`src/rtl/rgbp_pkg.sv`:
```
// ----------------------------------------------------------------------------
// rgbp_pkg: shared types and constants of the grid cell bit packer
// Holds register codes, reset values and the queue entry that runs from the
// front classifier to the back packer.
// ----------------------------------------------------------------------------
package rgbp_pkg;

  // register widths and reset values
  localparam int GridW   = 10;
  localparam int BorderW = 4;
  localparam int FinderW = 7;
  localparam int CfgW    = 10;
  localparam int CfgIdxW = 2;

  localparam logic [GridW-1:0]   GridReset   = 10'd100;
  localparam logic [BorderW-1:0] BorderReset = 4'd1;
  localparam logic [FinderW-1:0] FinderReset = 7'd8;

  // field widths
  localparam int CoordW = 10;
  localparam int ChanW  = 8;
  localparam int ByteW  = 8;
  localparam int CellBits = 3;

  // defaults handed to the top level parameters
  localparam int MaxImageSideDefault = 1024;
  localparam int QueueDepthDefault   = 2;

  // register index codes
  typedef enum logic [CfgIdxW-1:0] {
    CFG_GRID_CELLS   = 2'd0,
    CFG_BORDER_CELLS = 2'd1,
    CFG_FINDER_CELLS = 2'd2
  } cfg_idx_t;

  // classified pixel passed from front to back
  typedef struct packed {
    logic                frame_start;
    logic                use_cell;
    logic [CellBits-1:0] bits;
  } rgbp_entry_t;

endpackage

```
`src/rtl/rgbp_front.sv`:
```
// ----------------------------------------------------------------------------
// rgbp_front: pixel classifier
// Holds the configuration registers, decides whether a pixel is a data cell
// and thresholds its three channels into cell bits.
// ----------------------------------------------------------------------------
module rgbp_front #(
  parameter int MAX_IMAGE_SIDE = rgbp_pkg::MaxImageSideDefault
) (
  input  logic                          clk,
  input  logic                          rst,
  input  logic                          cfg_we,
  input  logic [rgbp_pkg::CfgIdxW-1:0]  cfg_index,
  input  logic [rgbp_pkg::CfgW-1:0]     cfg_data,
  input  logic                          frame_start,
  input  logic [rgbp_pkg::CoordW-1:0]   row,
  input  logic [rgbp_pkg::CoordW-1:0]   col,
  input  logic [rgbp_pkg::ChanW-1:0]    chan0,
  input  logic [rgbp_pkg::ChanW-1:0]    chan1,
  input  logic [rgbp_pkg::ChanW-1:0]    chan2,
  output rgbp_pkg::rgbp_entry_t         entry,
  output logic                          keep
);
  import rgbp_pkg::*;

  localparam logic [12:0] SideLimit = 13'(MAX_IMAGE_SIDE);

  logic [GridW-1:0]   grid_cells;
  logic [BorderW-1:0] border_cells;
  logic [FinderW-1:0] finder_cells;

  logic [CoordW-1:0] rr;
  logic [CoordW-1:0] cc;
  logic              in_image;
  logic              past_border;
  logic              in_grid;
  logic              top;
  logic              left;
  logic              bottom;
  logic              right;
  logic              use_cell;

  // configuration registers
  always_ff @(posedge clk) begin
    if (rst) begin
      grid_cells   <= GridReset;
      border_cells <= BorderReset;
      finder_cells <= FinderReset;
    end else if (cfg_we) begin
      unique case (cfg_index)
        CFG_GRID_CELLS:   grid_cells   <= cfg_data[GridW-1:0];
        CFG_BORDER_CELLS: border_cells <= cfg_data[BorderW-1:0];
        CFG_FINDER_CELLS: finder_cells <= cfg_data[FinderW-1:0];
        default: ;
      endcase
    end
  end

  // position relative to the data grid
  always_comb begin
    in_image    = ({3'b0, row} < SideLimit) && ({3'b0, col} < SideLimit);
    past_border = (row >= CoordW'(border_cells)) && (col >= CoordW'(border_cells));
    rr          = row - CoordW'(border_cells);
    cc          = col - CoordW'(border_cells);
    in_grid     = (rr < grid_cells) && (cc < grid_cells);
    top         = rr < CoordW'(finder_cells);
    left        = cc < CoordW'(finder_cells);
    bottom      = ({1'b0, rr} + 11'(finder_cells)) >= 11'(grid_cells);
    right       = ({1'b0, cc} + 11'(finder_cells)) >= 11'(grid_cells);
    use_cell    = in_image && past_border && in_grid
                  && !((top && left) || (bottom && left) || (top && right));
  end

  // channel thresholds at half scale, chan0 first
  always_comb begin
    entry.frame_start = frame_start;
    entry.use_cell    = use_cell;
    entry.bits        = {chan2[ChanW-1], chan1[ChanW-1], chan0[ChanW-1]};
    keep              = frame_start || use_cell;
  end

endmodule

```
`src/rtl/rgbp_queue.sv`:
```
// ----------------------------------------------------------------------------
// rgbp_queue: short queue between classifier and packer
// Register based first-in first-out buffer of classified pixels.
// ----------------------------------------------------------------------------
module rgbp_queue #(
  parameter int DEPTH = rgbp_pkg::QueueDepthDefault
) (
  input  logic                  clk,
  input  logic                  rst,
  input  logic                  push,
  input  rgbp_pkg::rgbp_entry_t push_entry,
  output logic                  full,
  input  logic                  pop,
  output logic                  head_valid,
  output rgbp_pkg::rgbp_entry_t head_entry
);
  import rgbp_pkg::*;

  localparam int PtrW = (DEPTH > 1) ? $clog2(DEPTH) : 1;
  localparam int CntW = $clog2(DEPTH + 1);
  localparam logic [PtrW-1:0] LastPtr = PtrW'(DEPTH - 1);
  localparam logic [CntW-1:0] DepthCnt = CntW'(DEPTH);

  rgbp_entry_t          slots [DEPTH];
  logic [PtrW-1:0]      wr_ptr;
  logic [PtrW-1:0]      rd_ptr;
  logic [CntW-1:0]      count;
  logic                 do_push;
  logic                 do_pop;

  assign full       = (count == DepthCnt);
  assign head_valid = (count != '0);
  assign head_entry = slots[rd_ptr];
  assign do_push    = push && !full;
  assign do_pop     = pop && head_valid;

  // storage
  always_ff @(posedge clk) begin
    if (do_push) begin
      slots[wr_ptr] <= push_entry;
    end
  end

  // pointers and fill count
  always_ff @(posedge clk) begin
    if (rst) begin
      wr_ptr <= '0;
      rd_ptr <= '0;
      count  <= '0;
    end else begin
      if (do_push) begin
        wr_ptr <= (wr_ptr == LastPtr) ? '0 : wr_ptr + 1'b1;
      end
      if (do_pop) begin
        rd_ptr <= (rd_ptr == LastPtr) ? '0 : rd_ptr + 1'b1;
      end
      unique case ({do_push, do_pop})
        2'b10:   count <= count + 1'b1;
        2'b01:   count <= count - 1'b1;
        default: count <= count;
      endcase
    end
  end

`ifndef SYNTHESIS
  // fill count never passes the depth
  assert property (@(posedge clk) disable iff (rst) count <= DepthCnt)
    else $error("queue count above depth");
  // a lone push grows the count by one
  assert property (@(posedge clk) disable iff (rst)
    do_push && !do_pop |=> count == $past(count) + 1'b1)
    else $error("queue count did not follow push");
`endif

endmodule

```
`src/rtl/rgbp_back.sv`:
```
// ----------------------------------------------------------------------------
// rgbp_back: bit packer
// Appends the three bits of each data cell to the partial byte and hands
// out a byte, earliest bit in bit zero, when eight bits are complete.
// ----------------------------------------------------------------------------
module rgbp_back (
  input  logic                         clk,
  input  logic                         rst,
  input  logic                         head_valid,
  input  rgbp_pkg::rgbp_entry_t        head_entry,
  output logic                         pop,
  output logic                         m_axis_tvalid,
  input  logic                         m_axis_tready,
  output logic [rgbp_pkg::ByteW-1:0]   m_axis_tdata
);
  import rgbp_pkg::*;

  localparam int ExtW = ByteW + CellBits;

  logic [ByteW-1:0] pending_bits;
  logic [2:0]       bit_count;

  logic [ByteW-1:0] pend_base;
  logic [2:0]       cnt_base;
  logic [ExtW-1:0]  ext;
  logic [3:0]       cnt_sum;
  logic             emit;

  // merge the cell bits into the partial byte
  always_comb begin
    pend_base = head_entry.frame_start ? '0 : pending_bits;
    cnt_base  = head_entry.frame_start ? '0 : bit_count;
    ext       = {{CellBits{1'b0}}, pend_base} | (ExtW'(head_entry.bits) << cnt_base);
    cnt_sum   = {1'b0, cnt_base} + 4'(CellBits);
    emit      = head_entry.use_cell && cnt_sum[3];
    pop       = head_valid && (!emit || !m_axis_tvalid || m_axis_tready);
  end

  // partial byte state
  always_ff @(posedge clk) begin
    if (rst) begin
      pending_bits <= '0;
      bit_count    <= '0;
    end else if (pop) begin
      if (!head_entry.use_cell) begin
        pending_bits <= pend_base;
        bit_count    <= cnt_base;
      end else if (emit) begin
        pending_bits <= ByteW'(ext[ExtW-1:ByteW]);
        bit_count    <= cnt_sum[2:0];
      end else begin
        pending_bits <= ext[ByteW-1:0];
        bit_count    <= cnt_sum[2:0];
      end
    end
  end

  // output register
  always_ff @(posedge clk) begin
    if (rst) begin
      m_axis_tvalid <= 1'b0;
    end else if (pop && emit) begin
      m_axis_tvalid <= 1'b1;
    end else if (m_axis_tready) begin
      m_axis_tvalid <= 1'b0;
    end
  end

  always_ff @(posedge clk) begin
    if (pop && emit) begin
      m_axis_tdata <= ext[ByteW-1:0];
    end
  end

`ifndef SYNTHESIS
  // a completed byte shows up in the output register
  assert property (@(posedge clk) disable iff (rst)
    pop && emit |=> m_axis_tvalid && m_axis_tdata == $past(ext[ByteW-1:0]))
    else $error("completed byte not presented");
  // bits above the fill count stay clear
  assert property (@(posedge clk) disable iff (rst) (pending_bits >> bit_count) == '0)
    else $error("stray bits above fill count");
`endif

endmodule

```
`src/rtl/rgb_grid_cell_bit_packer.sv`:
```
// ----------------------------------------------------------------------------
// rgb_grid_cell_bit_packer: color grid code cell to byte packer
// Turns raster pixels of a color grid code into a byte stream.
// ----------------------------------------------------------------------------
// Usage:
//   Input stream s_axis_*: one pixel per request, row, column and three
//   channel values in tdata, frame start flag in tuser. Pixels inside the
//   data grid and outside the three finder corners give three bits each,
//   one per channel (set when the channel is 128 or more).
//   Output stream m_axis_*: one packed byte per request, earliest bit in
//   bit zero, sent as soon as its eighth bit is in.
//   Configuration: cfg_we writes cfg_data into register cfg_index
//   (0 grid cells, 1 border cells, 2 finder cells); other indexes are
//   ignored. Write only while no pixel is in flight.
//   Throughput: one pixel per cycle while the queue is not full, limited by the single packer step.
//   Path: a pixel that completes a byte is held in the queue, then its byte in the output register.
//   Reset: registers return to grid 100, border 1, finder 8, the partial
//   byte is cleared and the output is empty.
//   Stall: a stalled output holds its byte; the queue between classifier
//   and packer keeps taking pixels until it is full, then tready drops.
// ----------------------------------------------------------------------------
module rgb_grid_cell_bit_packer #(
  parameter int MAX_IMAGE_SIDE = rgbp_pkg::MaxImageSideDefault,
  parameter int QUEUE_DEPTH    = rgbp_pkg::QueueDepthDefault
) (
  input  logic                          clk,
  input  logic                          rst,
  // pixel input
  input  logic                          s_axis_tvalid,
  output logic                          s_axis_tready,
  input  logic [47:0]                   s_axis_tdata,  // row, col, chan0, chan1, chan2, zero pad
  input  logic                          s_axis_tuser,  // frame_start
  // byte output
  output logic                          m_axis_tvalid,
  input  logic                          m_axis_tready,
  output logic [rgbp_pkg::ByteW-1:0]    m_axis_tdata,  // data_byte
  // configuration
  input  logic                          cfg_we,
  input  logic [rgbp_pkg::CfgIdxW-1:0]  cfg_index,
  input  logic [rgbp_pkg::CfgW-1:0]     cfg_data
);
  import rgbp_pkg::*;

  rgbp_entry_t entry;
  rgbp_entry_t head_entry;
  logic        keep;
  logic        full;
  logic        head_valid;
  logic        pop;

  assign s_axis_tready = !full;

  // classifier
  rgbp_front #(
    .MAX_IMAGE_SIDE (MAX_IMAGE_SIDE)
  ) u_front (
    .clk         (clk),
    .rst         (rst),
    .cfg_we      (cfg_we),
    .cfg_index   (cfg_index),
    .cfg_data    (cfg_data),
    .frame_start (s_axis_tuser),
    .row         (s_axis_tdata[9:0]),
    .col         (s_axis_tdata[19:10]),
    .chan0       (s_axis_tdata[27:20]),
    .chan1       (s_axis_tdata[35:28]),
    .chan2       (s_axis_tdata[43:36]),
    .entry       (entry),
    .keep        (keep)
  );

  // queue of classified pixels
  rgbp_queue #(
    .DEPTH (QUEUE_DEPTH)
  ) u_queue (
    .clk        (clk),
    .rst        (rst),
    .push       (s_axis_tvalid && keep),
    .push_entry (entry),
    .full       (full),
    .pop        (pop),
    .head_valid (head_valid),
    .head_entry (head_entry)
  );

  // packer and output register
  rgbp_back u_back (
    .clk           (clk),
    .rst           (rst),
    .head_valid    (head_valid),
    .head_entry    (head_entry),
    .pop           (pop),
    .m_axis_tvalid (m_axis_tvalid),
    .m_axis_tready (m_axis_tready),
    .m_axis_tdata  (m_axis_tdata)
  );

endmodule
```
`config.mk`:
```
export PLATFORM = sky130hd
export DESIGN_NAME = rgb_grid_cell_bit_packer
export DESIGN_NICKNAME = d
export VERILOG_FILES = /design/src/rtl/rgbp_pkg.sv /design/src/rtl/rgbp_front.sv /design/src/rtl/rgbp_queue.sv /design/src/rtl/rgbp_back.sv /design/src/rtl/rgb_grid_cell_bit_packer.sv
export SDC_FILE = /design/constraint.sdc
export NUM_CORES = 1
export LEC_CHECK = 0
export ABC_AREA = 1
export BUFFER_PORTS_ARGS = -buffer_cell sky130_fd_sc_hd__buf_2
export CAP_MARGIN = 10
export CELL_PAD_IN_SITES_DETAIL_PLACEMENT = 1
export CELL_PAD_IN_SITES_GLOBAL_PLACEMENT = 2
export CORE_UTILIZATION = 32
export CTS_CLUSTER_DIAMETER = 120
export CTS_CLUSTER_SIZE = 25
export DETAILED_ROUTE_END_ITERATION = 12
export PLACE_DENSITY = 0.8
export SETUP_SLACK_MARGIN = 0.4
export SYNTH_ARGS = -nofsm -noshare
export SYNTH_HDL_FRONTEND = slang
export SYNTH_HIERARCHICAL = 1
export SYNTH_SLANG_ARGS = --single-unit
```
`constraint.sdc`:
```
create_clock -name clk -period 10.9 [get_ports clk]
set_clock_uncertainty 0.2 [all_clocks]
set_input_delay 2.18 -clock clk [delete_from_list [all_inputs] [get_ports clk]]
set_output_delay 2.18 -clock clk [all_outputs]
set_load 0.01 [all_outputs]
```
# Word-level counts from Yosys, hierarchy flattened

Memories as Yosys holds them, arrays and structs flattened. A register that Yosys moved wholly into a read port is not among the register bits.
Index checks and enable logic that the tools add are counted.

Register bits: 45
Bits of input ports: 66
Output and inout port bits: 10
Memories kept: 1
Logic and storage cells: 78
Bits in writable memories: 10

Memory list:

| name          | words | bits a word | rd ports | clocked after Yosys merged registers in | wr ports | RTL line         | text |
|---|---|---|---|---|---|---|---|
| u_queue.slots | 2     | 5           | 1        | 1                                       | 1        | rgbp_queue.sv:24 | `rgbp_entry_t slots [DEPTH];` |

Eq/ne operators: 5
Shift operators: 1
$add $sub $neg: 9
Multiplexer cells: 14
Magnitude comparators: 8
Reductions and logical operators: 29
Bitwise gates (word level): 1

Operator list:

| cell                | count |
|---|---|
| $mux 8              | 3 |
| $add 10x7->11       | 2 |
| $ge 11x10->1        | 2 |
| $ge 10x4->1         | 2 |
| $lt 10x10->1        | 2 |
| $lt 10x7->1         | 2 |
| $sub 10x4->10       | 2 |
| $logic_and 1x1->1   | 13 |
| $or 8x11->11        | 1 |
| $shl 3x3->11        | 1 |
| $mux 1              | 8 |
| $eq 2x2->1 const B  | 3 |
| $mux 3              | 2 |
| $reduce_and 2->1    | 3 |
| $reduce_bool 2->1   | 3 |
| $logic_or 1x1->1    | 5 |
| $add 3x2->4 const B | 1 |
| $eq 2x1->1 const B  | 2 |
| $logic_not 1->1     | 4 |
| $pmux 2 s2          | 1 |
| $add 1x1->1 const B | 2 |
| $add 2x1->2 const B | 1 |
| $logic_not 2->1     | 1 |
| $sub 2x1->2 const B | 1 |

# Longest topological paths before layout

Gate-level depths: netlist of the first run.

Depth in word-level cells: 13
Gate-level depth with buffers: 40

# Hierarchy

The synthesis of the first run kept the hierarchy.

By module, submodules not included:

| module                   | sequential area each (µm²) | cells each | area each (µm²) | instances |
|---|---|---|---|---|
| rgbp_front               | 420.4                      | 511        | 3473.3          | 1 |
| rgbp_back                | 480.5                      | 165        | 1196.1          | 1 |
| rgbp_queue               | 400.4                      | 55         | 646.9           | 1 |
| rgb_grid_cell_bit_packer | 0.0                        | 3          | 11.3            | 1 |

# Worst setup path after synthesis of the first run

No wires, ideal clock.

Path type: input to register
Start point: input port s_axis_tdata[10]
End point: register u_queue.count[1]
Library setup time: 64 ps
Path buffers: 0
Path slack: 4463 ps
Stages: 35
Data required time: 10636 ps
Arrival time: 6173 ps
Cell sequence: inv_1 ha_1 inv_1 fa_1 nand2_1 nand2_1 a21oi_2 nand3b_1 xor2_1 ha_1 inv_1 nand2_1 nor3_1 a21oi_1 nor3_2 xor2_1 inv_1 ha_1 o21a_1 a21oi_1 nand2_1 nand2_1 nand3_2 nand2_1 nand2_1 inv_1 inv_1 nor2_4 inv_2 ha_1 inv_1 nand2_1 nor2_1 nor2_1 nor2_1

Longest elaborated chain between the ends: 12
Elaborated cells on any way between the ends: 23

RTL lines:

| item                                                  | RTL line                           | text |
|---|---|---|
| start, declared                                       | rgb_grid_cell_bit_packer.sv:31     | `input logic [47:0] s_axis_tdata,` |
| $sub 10x4->10                                         | rgbp_front.sv:63                   | `cc = col - CoordW'(border_cells);` |
| $add 10x7->11 or $lt 10x7->1 (tied branches)          | rgbp_front.sv:68, rgbp_front.sv:66 |  |
| $ge 11x10->1 or $logic_and 1x1->1 (tied branches)     | rgbp_front.sv:68, rgbp_front.sv:70 |  |
| $logic_and 1x1->1 or $logic_or 1x1->1 (tied branches) | rgbp_front.sv:70                   | `&& !((top && left) \|\| (bottom && left) \|\| (top && right));` |
| $logic_or 1x1->1                                      | rgbp_front.sv:70                   |  |
| $logic_not 1->1                                       | rgbp_front.sv:70                   |  |
| $logic_and 1x1->1 *                                   | rgbp_front.sv:70                   |  |
| $logic_or 1x1->1 *                                    | rgbp_front.sv:78                   | `keep = frame_start \|\| use_cell;` |
| net keep                                              | rgb_grid_cell_bit_packer.sv:46     | `logic keep;` |
| $logic_and 1x1->1 *                                   | rgb_grid_cell_bit_packer.sv:78     | `.push (s_axis_tvalid && keep),` |
| $logic_and 1x1->1 *                                   | rgbp_queue.sv:34                   | `assign do_push = push && !full;` |
| $eq 2x1->1 or $eq 2x2->1 (tied branches)              | rgbp_queue.sv:57                   | `unique case ({do_push, do_pop})` |
| $pmux 2 s2 or $reduce_bool 2->1 (tied branches)       | -                                  |  |
| end signal, assigned                                  | rgbp_queue.sv:58                   | `2'b10: count <= count + 1'b1;` |
| end signal, assigned                                  | rgbp_queue.sv:59                   | `2'b01: count <= count - 1'b1;` |
| end signal, assigned                                  | rgbp_queue.sv:60                   | `default: count <= count;` |
| end, declared                                         | rgbp_queue.sv:27                   | `logic [CntW-1:0] count;` |

Mark *: on every way through the listed nets, which the timed path passes. The rest lies on a longest branch.
A chain may end at the register's enable or synchronous reset.

# Worst setup path after layout of the first run

Start point: input port s_axis_tdata[0]
End point: register u_queue.count[1]

Longest elaborated chain between the ends: 13
Elaborated cells on any way between the ends: 23

RTL lines:

| item                                            | RTL line                       | text |
|---|---|---|
| $sub 10x4->10                                   | rgbp_front.sv:62               | `rr = row - CoordW'(border_cells);` |
| $add 10x7->11                                   | rgbp_front.sv:67               | `bottom = ({1'b0, rr} + 11'(finder_cells)) >= 11'(grid_cells);` |
| $ge 11x10->1                                    | rgbp_front.sv:67               |  |
| $logic_and 1x1->1                               | rgbp_front.sv:70               |  |
| $logic_or 1x1->1 (2 in a row)                   | rgbp_front.sv:70               |  |
| $logic_not 1->1                                 | rgbp_front.sv:70               |  |
| $logic_and 1x1->1 *                             | rgbp_front.sv:70               |  |
| $logic_or 1x1->1 *                              | rgbp_front.sv:78               |  |
| net keep                                        | rgb_grid_cell_bit_packer.sv:46 |  |
| $logic_and 1x1->1 *                             | rgb_grid_cell_bit_packer.sv:78 |  |
| $logic_and 1x1->1 *                             | rgbp_queue.sv:34               |  |
| $eq 2x1->1 or $eq 2x2->1 (tied branches)        | rgbp_queue.sv:57               |  |
| $pmux 2 s2 or $reduce_bool 2->1 (tied branches) | -                              |  |

Marked as above.

==> impl_metrics.json, run 1 <==
{
  "grt_overflow": 0,
  "max-vdd-ir-drop_v": 0.0000587,
  "synth_edf_count": 18,
  "grt_max_degree": 22,
  "setup_slack_ns": 3.81,
  "worst_slew_pin_slew_ns": 0.638,
  "synthDistinctLibCells": 47,
  "power.leakage_nw": 2.94,
  "critical_path_buf_inv_count": 11,
  "placementRows": 46,
  "grt_use_total_pct": 18.9,
  "cts_buffer_depth": 2,
  "synthCells": 734,
  "yosys_warnings": 6,
  "cts_tree": "done",
  "cts_resized": 0,
  "maxSlewViolCount": 0,
  "placement.io_buffers": 50,
  "post_cts_buffers": 0,
  "drt_iter0_markers": 214,
  "critPathMaxFanout": 4,
  "synthFlopType": "dfxtp_1",
  "period_share_pct": 65.1,
  "start_util_pct": 33.2,
  "post-route-min-period_ns": 7.09,
  "status": "finished clean",
  "synthesis.area_um2": 5330,
  "drv_cap": 0,
  "diodes": 0,
  "place_ws_ns": 3.45,
  "arrival_ns": 7.09,
  "cp-end-kind": "flip-flop",
  "area_growth_pct": 11.1,
  "crit_type": "in2reg",
  "hold_violations": 0,
  "syn_area_per_cell_um2": 7.26,
  "io_pins": 76,
  "coreArea_um2": 16100,
  "cp_top_family": "simple AND/OR/NAND/NOR gates",
  "setup_viol": 0,
  "cts_num_sinks": 56,
  "insertion_delay_ns": 0.30,
  "slowest_delay_ns": 0.45,
  "final_common_cell": "nand2_1",
  "wire_per_inst_um": 15.5,
  "drive_gt1_share_pct": 15.8,
  "max_slew_margin_pct": 57.3,
  "cp-start-kind": "primary input",
  "dr.pass1.iters": 4,
  "drcViolationCount": 0,
  "regArea_um2": 1300,
  "clk_pin_slew_ns": 0.07,
  "cts_root_buf": "clkbuf_16",
  "dp_hpwl_mm": 12.9,
  "rsz0062_at_grt": "no",
  "power.total_mw": 0.815,
  "multiInputGateArea_um2": 3460,
  "cp_slowest_cell": "o21ai_0",
  "hold_class": "reg2reg",
  "n_fill_cell": 2040,
  "die_width_um": 131,
  "cts_buffers": 5,
  "place_congestion": 0.835,
  "vias": 4779,
  "fin_nets": 926,
  "grt_first_pass_wirelength_mm": 24.6,
  "layout_common_cells": "154 x nand2_1, 113 x inv_1, 80 x ha_1, 65 x nor2_1, 50 x buf_2",
  "crit_required_ns": 10.90,
  "cts_hold_buf": 0,
  "h-tree-depth": 2,
  "die_h_um": 131,
  "synth_seq_cells": 56,
  "setup_tns_ns": 0,
  "syn_nets": 884,
  "viasPerCell": 4.81,
  "powerDensity_nw_per_um2": 138,
  "die-area_um2": 17200,
  "drtAntennaViolNets": 0,
  "routed_wl_mm": 15.4,
  "synth-seq-area-share_pct": 24.4,
  "grt_pass1_vias": 4862,
  "async_flop_share_pct": 0,
  "fmax_mhz": 141,
  "grt_antenna_before_repair": 0
}
## through the flow
step / utilization (%) / cells / hold WS, ns / cell area [um2]
floorplan: - / 734 / 0.256 / 5330
global placement: 35.8 / 985 / 0.283 / 5750
detailed placement: 35.8 / 985 / 0.301 / 5750
CTS: 36.9 / 993 / 0.314 / 5920
global route: 36.9 / 993 / 0.343 / 5920
finish: 36.9 / 993 / 0.318 / 5920
## path summary, 6_finish.rpt
path | start | endpoint | slack, ns | cells after the start
worst max-delay path | s_axis_tdata[0] | u_queue/count[1]$_SDFFE_PP0P_ | 3.81 | 38
worst min-delay path | u_queue/rd_ptr$_SDFFE_PP0P_ | u_queue/rd_ptr$_SDFFE_PP0P_ | 0.32 | 2
worst max register to register | u_front/border_cells[0]$_SDFFE_PP1P_ | u_queue/count[1]$_SDFFE_PP0P_ | 5.49 | 36
worst min register to register | u_queue/rd_ptr$_SDFFE_PP0P_ | u_queue/rd_ptr$_SDFFE_PP0P_ | 0.32 | 2
## tightest hold or removal path, cell delays in order (launching register included)
cell,delay (ns)
dfxtp_1,0.35
nor2_2,0.05
nor2_1,0.08
## final cells by class
type                    count  share of cell area [%]
well taps                 216                    4.57
clock buffers               6                    2.18
multi-input cells         539                    58.4
clock inverters             2                   0.655
flip-flops and latches     56                    22.0
inverters                 124                    7.99
repair buffers             50                    4.23
## flip-flops by register name, indices dropped and copies added, names as in the netlist, named ones only
register / cells
u_back/bit_count: 3
u_back/m_axis_tvalid: 1
u_queue/rd_ptr: 1
u_queue/slots: 10
u_queue/count: 2
u_front/grid_cells: 10
u_front/border_cells: 4
u_queue/wr_ptr: 1
u_back/pending_bits: 8
u_front/finder_cells: 7
u_back/m_axis_tdata: 8
## power by group
part	total, mW	switching (mW)	internal, mW
logic	0.373	0.239	0.133
clock network	0.185	0.0758	0.110
registers	0.257	0.0168	0.241
total	0.815	0.332	0.483
## cells by family (layout without fill, tap and decap cells)
logic type	after synthesis	after routing	share of synthesized area (%)
and+or+nand+nor	321	321	27.8
AOI/OAI and AO/OA	104	104	11.6
xor gates and xnor gates	25	25	4.11
adders and majority gates	84	84	20.3
DFF	56	56	24.4
buffers and inverters	139	182	10.7
muxes	5	5	1.06
## routing by layer
layer,vias up,share of wire (%),global-route usage [%]
met2,66,47,32.7
met5,-,0,0
met1,2255,49,25.0
met3,13,2.4,1.83
li1,2445,-,-
met4,0,1.4,4.73
## synth_stat cells (3+ instances only)
cell	count	share of area (%)
xor2_1	21	3.5
clkbuf_1	4	0.28
nor2_2	12	1.4
inv_2	9	0.63
nand3_2	3	0.56
o21a_1	4	0.56
nor3_1	7	0.66
a21oi_1	45	4.2
a21oi_2	10	1.6
nor3_2	3	0.56
nand2_2	12	1.4
edfxtp_1	18	10
nand2_4	5	1.1
o211ai_1	3	0.42
o21ai_0	27	2.5
mux2_2	3	0.63
nand4_1	13	1.5
nor2_1	65	4.6
ha_1	80	19
buf_4	6	0.85
xnor2_1	4	0.66
fa_1	4	1.5
nand3_1	36	3.4
buf_2	3	0.28
o21ai_1	3	0.28
nand3b_1	3	0.42
dfxtp_1	38	14
nand2_1	154	11
inv_1	113	8.0
Power figures use the tool's default switching activity.
==> run 2, diff against run 1 <==
==> constraint.sdc (replaced) <==
create_clock -name clk -period 6.8 [get_ports clk]
set_clock_uncertainty 0.2 [all_clocks]
set_input_delay 1.36 -clock clk [delete_from_list [all_inputs] [get_ports clk]]
set_output_delay 1.36 -clock clk [all_outputs]
set_load 0.01 [all_outputs]
==> run 2 against run 1 <==
Against the previous run: sequential power rose by 61%; setup slack lost 3.0 ns; utilization is 0.66 points higher; sequential share of layout area fell by 0.39 points; largest cell class unchanged; total power up 58%; worst hold slack worse by 0.012 ns; cell area is 1.8% higher.
==> impl_metrics.json, run 2 (same netlist as run 1, synthesis figures left out) <==
{
  "grt_pass1_vias": 4931,
  "drcViolationCount": 0,
  "multiInputGateArea_um2": 3520,
  "drive_gt1_share_pct": 18.3,
  "die-area_um2": 17200,
  "period_share_pct": 88.7,
  "hold_violations": 0,
  "layout_common_cells": "154 x nand2_1, 112 x inv_1, 78 x ha_1, 63 x nor2_1, 50 x buf_2",
  "final_common_cell": "nand2_1",
  "slowest_delay_ns": 0.40,
  "place_ws_ns": 0.198,
  "die_h_um": 131,
  "setup_tns_ns": 0,
  "routed_wl_mm": 15.5,
  "drtAntennaViolNets": 0,
  "crit_required_ns": 6.85,
  "vias": 4836,
  "diodes": 0,
  "worst_slew_pin_slew_ns": 0.600,
  "power.leakage_nw": 2.97,
  "cts_buffer_depth": 2,
  "grt_first_pass_wirelength_mm": 24.9,
  "h-tree-depth": 2,
  "regArea_um2": 1300,
  "crit_top_cell": "nand2_1",
  "grt_overflow": 0,
  "critPathMaxFanout": 4,
  "area_growth_pct": 13.1,
  "drv_cap": 0,
  "status": "finished clean",
  "setup_viol": 0,
  "start_util_pct": 33.2,
  "cp-start-kind": "primary input",
  "fmax_mhz": 166,
  "cp-end-kind": "flip-flop",
  "hold_class": "reg2reg",
  "n_fill_cell": 2024,
  "viasPerCell": 4.83,
  "cts_num_sinks": 56,
  "max-vdd-ir-drop_v": 0.000131,
  "largest_registers": "u_front/grid_cells x10, u_queue/slots x10",
  "cp_slowest_cell": "fa_1",
  "fin_util_pct": 37.5,
  "crit_type": "in2reg",
  "drt_iter0_markers": 219,
  "die_width_um": 131,
  "arrival_ns": 6.08,
  "insertion_delay_ns": 0.30,
  "coreArea_um2": 16100,
  "dp_hpwl_mm": 13.0,
  "placementRows": 46,
  "cts_tree": "done",
  "max_slew_margin_pct": 59.9,
  "grt_max_degree": 22,
  "setup_slack_ns": 0.768,
  "grt_antenna_before_repair": 0,
  "io_pins": 76,
  "post-route-min-period_ns": 6.03,
  "cts_buffers": 5,
  "clk_pin_slew_ns": 0.08,
  "cts_hold_buf": 0,
  "powerDensity_nw_per_um2": 214,
  "wire_per_inst_um": 15.5,
  "dr.pass1.iters": 4,
  "place_congestion": 0.885,
  "maxSlewViolCount": 0,
  "grt_use_total_pct": 19.0,
  "placement.io_buffers": 50,
  "rsz0062_at_grt": "yes",
  "cts_root_buf": "clkbuf_16",
  "fin_nets": 934
}
-- run 2: cell count changes in the layout (fill, tap and decap cells not counted), sizes merged --
| cell | previous run | this run |
|---|---|---|
| clkbuf | 6 | 5 |
| buf | 50 | 58 |
| clkinvlp | 0 | 1 |
| clkinv | 1 | 2 |
| bufinv | 1 | 0 |
-- run 2: timing repair --
| action | in CTS | in global routing |
|---|---|---|
| buffers inserted | 0 | 4 |
| setup endpoints to repair | 0 | 12 |
| gates resized for setup | 0 | 15 |
-- run 2: per-layer routing --
layer  vias up  wire length, um  global-route usage (%)
met5         -                0                       0
met4         0              253                    5.54
met3        16              501                    1.67
met2        69             7400                    32.5
met1      2284             7330                    25.4
li1       2467                -                       -
-- run 2: per-stage QoR --
| stage | cells | power [mW] | hold WS [ns] | cell area (um2) |
|---|---|---|---|---|
| global placement | 989 | 0.993 | 0.284 | 5780 |
| detailed placement | 989 | 1.02 | 0.300 | 5780 |
| floorplan | 734 | 0.876 | 0.256 | 5330 |
| global route | 1001 | 1.41 | 0.333 | 6020 |
| finish | 1001 | 1.29 | 0.306 | 6020 |
| CTS | 997 | 1.29 | 0.309 | 5930 |
-- run 2: report_power, final --
group / internal [mW] / leakage [nW] / total, mW / switching [mW]
clock: 0.138 / 0.0702 / 0.266 / 0.129
combinational: 0.224 / 2.42 / 0.610 / 0.386
sequential: 0.386 / 0.477 / 0.414 / 0.0281
total: 0.748 / 2.97 / 1.29 / 0.543
-- run 2: layout make-up --
type                       instances  share of cell area [%]
clock inverter                     3                   0.353
tap                              216                    4.49
sequential                        56                    21.6
inverter                         124                    7.85
multi-input combinational        539                    58.5
clock buffer                       5                    2.08
timing repair buffer              58                    5.15
-- run 2: final timing paths --
path	from	endpoint	slack, ns	depth (start not counted)
setup / recovery	s_axis_tdata[10]	u_queue/count[1]$_SDFFE_PP0P_	0.77	36
hold / removal	u_queue/rd_ptr$_SDFFE_PP0P_	flip-flop	0.31	2
setup reg to reg	u_front/border_cells[0]$_SDFFE_PP1P_	u_queue/count[1]$_SDFFE_PP0P_	1.63	34
hold reg to reg	u_queue/rd_ptr$_SDFFE_PP0P_	flip-flop	0.31	2
-- run 2: worst max-delay path, delay by kind of cell --
| kind | cells | cell delay [ns] |
|---|---|---|
| fa+ha+maj | 5 | 1.43 |
| buf+inv | 9 | 0.63 |
| xor+xnor | 2 | 0.45 |
| compound gates | 4 | 0.58 |
| simple gates | 16 | 1.64 |
==> run 3, diff against run 2 <==
--- a/config.mk
+++ b/config.mk
@@ -10,11 +10,12 @@
 export CAP_MARGIN = 10
 export CELL_PAD_IN_SITES_DETAIL_PLACEMENT = 1
 export CELL_PAD_IN_SITES_GLOBAL_PLACEMENT = 2
-export CORE_UTILIZATION = 32
+export CORE_UTILIZATION = 33
+export CTS_BUF_LIST = sky130_fd_sc_hd__clkbuf_8 sky130_fd_sc_hd__clkbuf_16
 export CTS_CLUSTER_DIAMETER = 120
 export CTS_CLUSTER_SIZE = 25
 export DETAILED_ROUTE_END_ITERATION = 12
-export PLACE_DENSITY = 0.8
+export PLACE_DENSITY = 0.82
 export SETUP_SLACK_MARGIN = 0.4
 export SYNTH_ARGS = -nofsm -noshare
 export SYNTH_HDL_FRONTEND = slang
==> run 3 against run 2 <==
Against the previous run: worst hold slack better by 0.0014 ns; first-iteration DRC count down 27%; combinational power up 0.8%; critical path type unchanged.
==> impl_metrics.json, run 3 (same netlist as run 1, synthesis figures left out) <==
{
  "p_clk_share_pct": 20.4,
  "die-area_um2": 16700,
  "dp_hpwl_mm": 12.9,
  "drv_cap": 0,
  "drcViolationCount": 0,
  "dr.pass1.iters": 4,
  "cts_hold_buf": 0,
  "setup_viol": 0,
  "largest_registers": "u_front/grid_cells x10, u_queue/slots x10",
  "crit_top_cell": "nand2_1",
  "powerDensity_nw_per_um2": 215,
  "cts_tree": "done",
  "cts_root_buf": "clkbuf_16",
  "insertion_delay_ns": 0.30,
  "h-tree-depth": 2,
  "power.leakage_nw": 2.97,
  "diodes": 0,
  "critPathMaxFanout": 6,
  "grt_pass1_vias": 5068,
  "comb_power_share_pct": 47.6,
  "grt_use_total_pct": 19.3,
  "cp_slowest_cell": "fa_1",
  "post-route-min-period_ns": 6.04,
  "cts_num_sinks": 56,
  "start_util_pct": 33.7,
  "final_common_cell": "nand2_1",
  "max-vdd-ir-drop_v": 0.0000947,
  "rsz0062_at_grt": "no",
  "slowest_delay_ns": 0.41,
  "status": "finished clean",
  "drive_gt1_share_pct": 18.0,
  "cts_buffer_depth": 2,
  "vias": 4826,
  "drtAntennaViolNets": 0,
  "area_growth_pct": 12.9,
  "period_share_pct": 88.9,
  "critical_path_buf_inv_count": 8,
  "cp-end-kind": "flip-flop",
  "routed_wl_mm": 15.5,
  "grt_antenna_before_repair": 0,
  "whs_ns": 0.308,
  "grt_overflow": 0,
  "hold_class": "reg2reg",
  "viasPerCell": 4.82,
  "power_frac_seq_pct": 32.0,
  "coreArea_um2": 15800,
  "wire_per_inst_um": 15.5,
  "setup_tns_ns": 0,
  "layout_common_cells": "154 x nand2_1, 112 x inv_1, 79 x ha_1, 64 x nor2_1, 50 x buf_2",
  "p_int_mw": 0.747,
  "max_slew_margin_pct": 58.7,
  "io_pins": 76,
  "cp-start-kind": "primary input",
  "die_width_um": 129,
  "crit_type": "in2reg",
  "arrival_ns": 6.09,
  "die_h_um": 129,
  "fmax_mhz": 165,
  "cts_buffers": 5,
  "drt_iter0_markers": 160,
  "grt_first_pass_wirelength_mm": 24.9,
  "placement.io_buffers": 50,
  "crit_required_ns": 6.84,
  "maxSlewViolCount": 0,
  "switching_power_mw": 0.546,
  "grt_max_degree": 22,
  "hold_violations": 0,
  "fin_nets": 934,
  "netSwitchingFraction_pct": 42.3,
  "placementRows": 46,
  "cp_top_family": "simple AND/OR/NAND/NOR gates",
  "place_congestion": 0.859,
  "worst_slew_pin_slew_ns": 0.617,
  "clk_pin_slew_ns": 0.08
}
[run 3: cell counts in the layout (fill, tap and decap cells not counted)]
No cell type changed its count.
[run 3: area by class of cell]
cell class / instances / area, um2
tap: 216 / 270
inverter: 124 / 473
clock buffer: 5 / 125
fill: 2002 / 9810
clock inverter: 3 / 21.3
timing repair buffer: 58 / 310
sequential: 56 / 1300
multi-input combinational: 539 / 3510
[run 3: final timing paths]
| kind | slack (ns) | cells past startpoint | endpoint | startpoint |
|---|---|---|---|---|
| max | 0.76 | 37 | u_queue/count[1]$_SDFFE_PP0P_ | s_axis_tdata[10] |
| min | 0.31 | 2 | u_queue/rd_ptr$_SDFFE_PP0P_ | u_queue/rd_ptr$_SDFFE_PP0P_ |
| max reg2reg | 1.60 | 35 | u_queue/count[1]$_SDFFE_PP0P_ | u_front/border_cells[0]$_SDFFE_PP1P_ |
| min reg2reg | 0.31 | 2 | u_queue/rd_ptr$_SDFFE_PP0P_ | u_queue/rd_ptr$_SDFFE_PP0P_ |
[run 3: tightest hold or removal path, delay by kind of cell, from the launching register on]
family / cells / cell delay, ns
flops: 1 / 0.34
simple gates: 2 / 0.13
[run 3: per-layer routing]
metal / vias up / wire length (um) / global-route usage, % / part of all wire (%)
li1: 2453 / - / - / -
met1: 2292 / 7410 / 25.2 / 48
met2: 59 / 7430 / 33.9 / 48
met3: 22 / 294 / 1.36 / 1.9
met4: 0 / 392 / 6.30 / 2.5
met5: - / 0 / 0 / 0
[run 3: what timing repair did]
action                                  in CTS  in global routing
buffers inserted                             0                  4
endpoints found under the setup margin       0                 12
resized for setup                            0                 12
hold endpoints to repair                     0                  0
[run 3: stage by stage]
| stage | std cells | utilization [%] | setup slack [ns] | total power, mW | area [um2] |
|---|---|---|---|---|---|
| 3_3_place_gp | 989 | 36.5 | 0.466 | 0.991 | 5780 |
| 2_1_floorplan | 734 | - | 1.18 | 0.876 | 5330 |
| 4_1_cts | 997 | 37.4 | 0.433 | 1.30 | 5930 |
| 5_1_grt | 1001 | 38.0 | 0.403 | 1.41 | 6020 |
| 6_report | 1001 | 38.0 | 0.756 | 1.29 | 6020 |
| 3_5_place_dp | 989 | 36.5 | 0.141 | 1.03 | 5780 |
[run 3: power by group through the flow]
| stage | combinational (mW) | sequential, mW | clock (mW) |
|---|---|---|---|
| final | 0.615 | 0.413 | 0.264 |
| after global routing | 0.703 | 0.418 | 0.285 |
| after CTS | 0.611 | 0.413 | 0.272 |
| after detailed placement | 0.605 | 0.421 | 0 |
| after global placement | 0.572 | 0.418 | 0 |
| after floorplan | 0.466 | 0.410 | 0 |
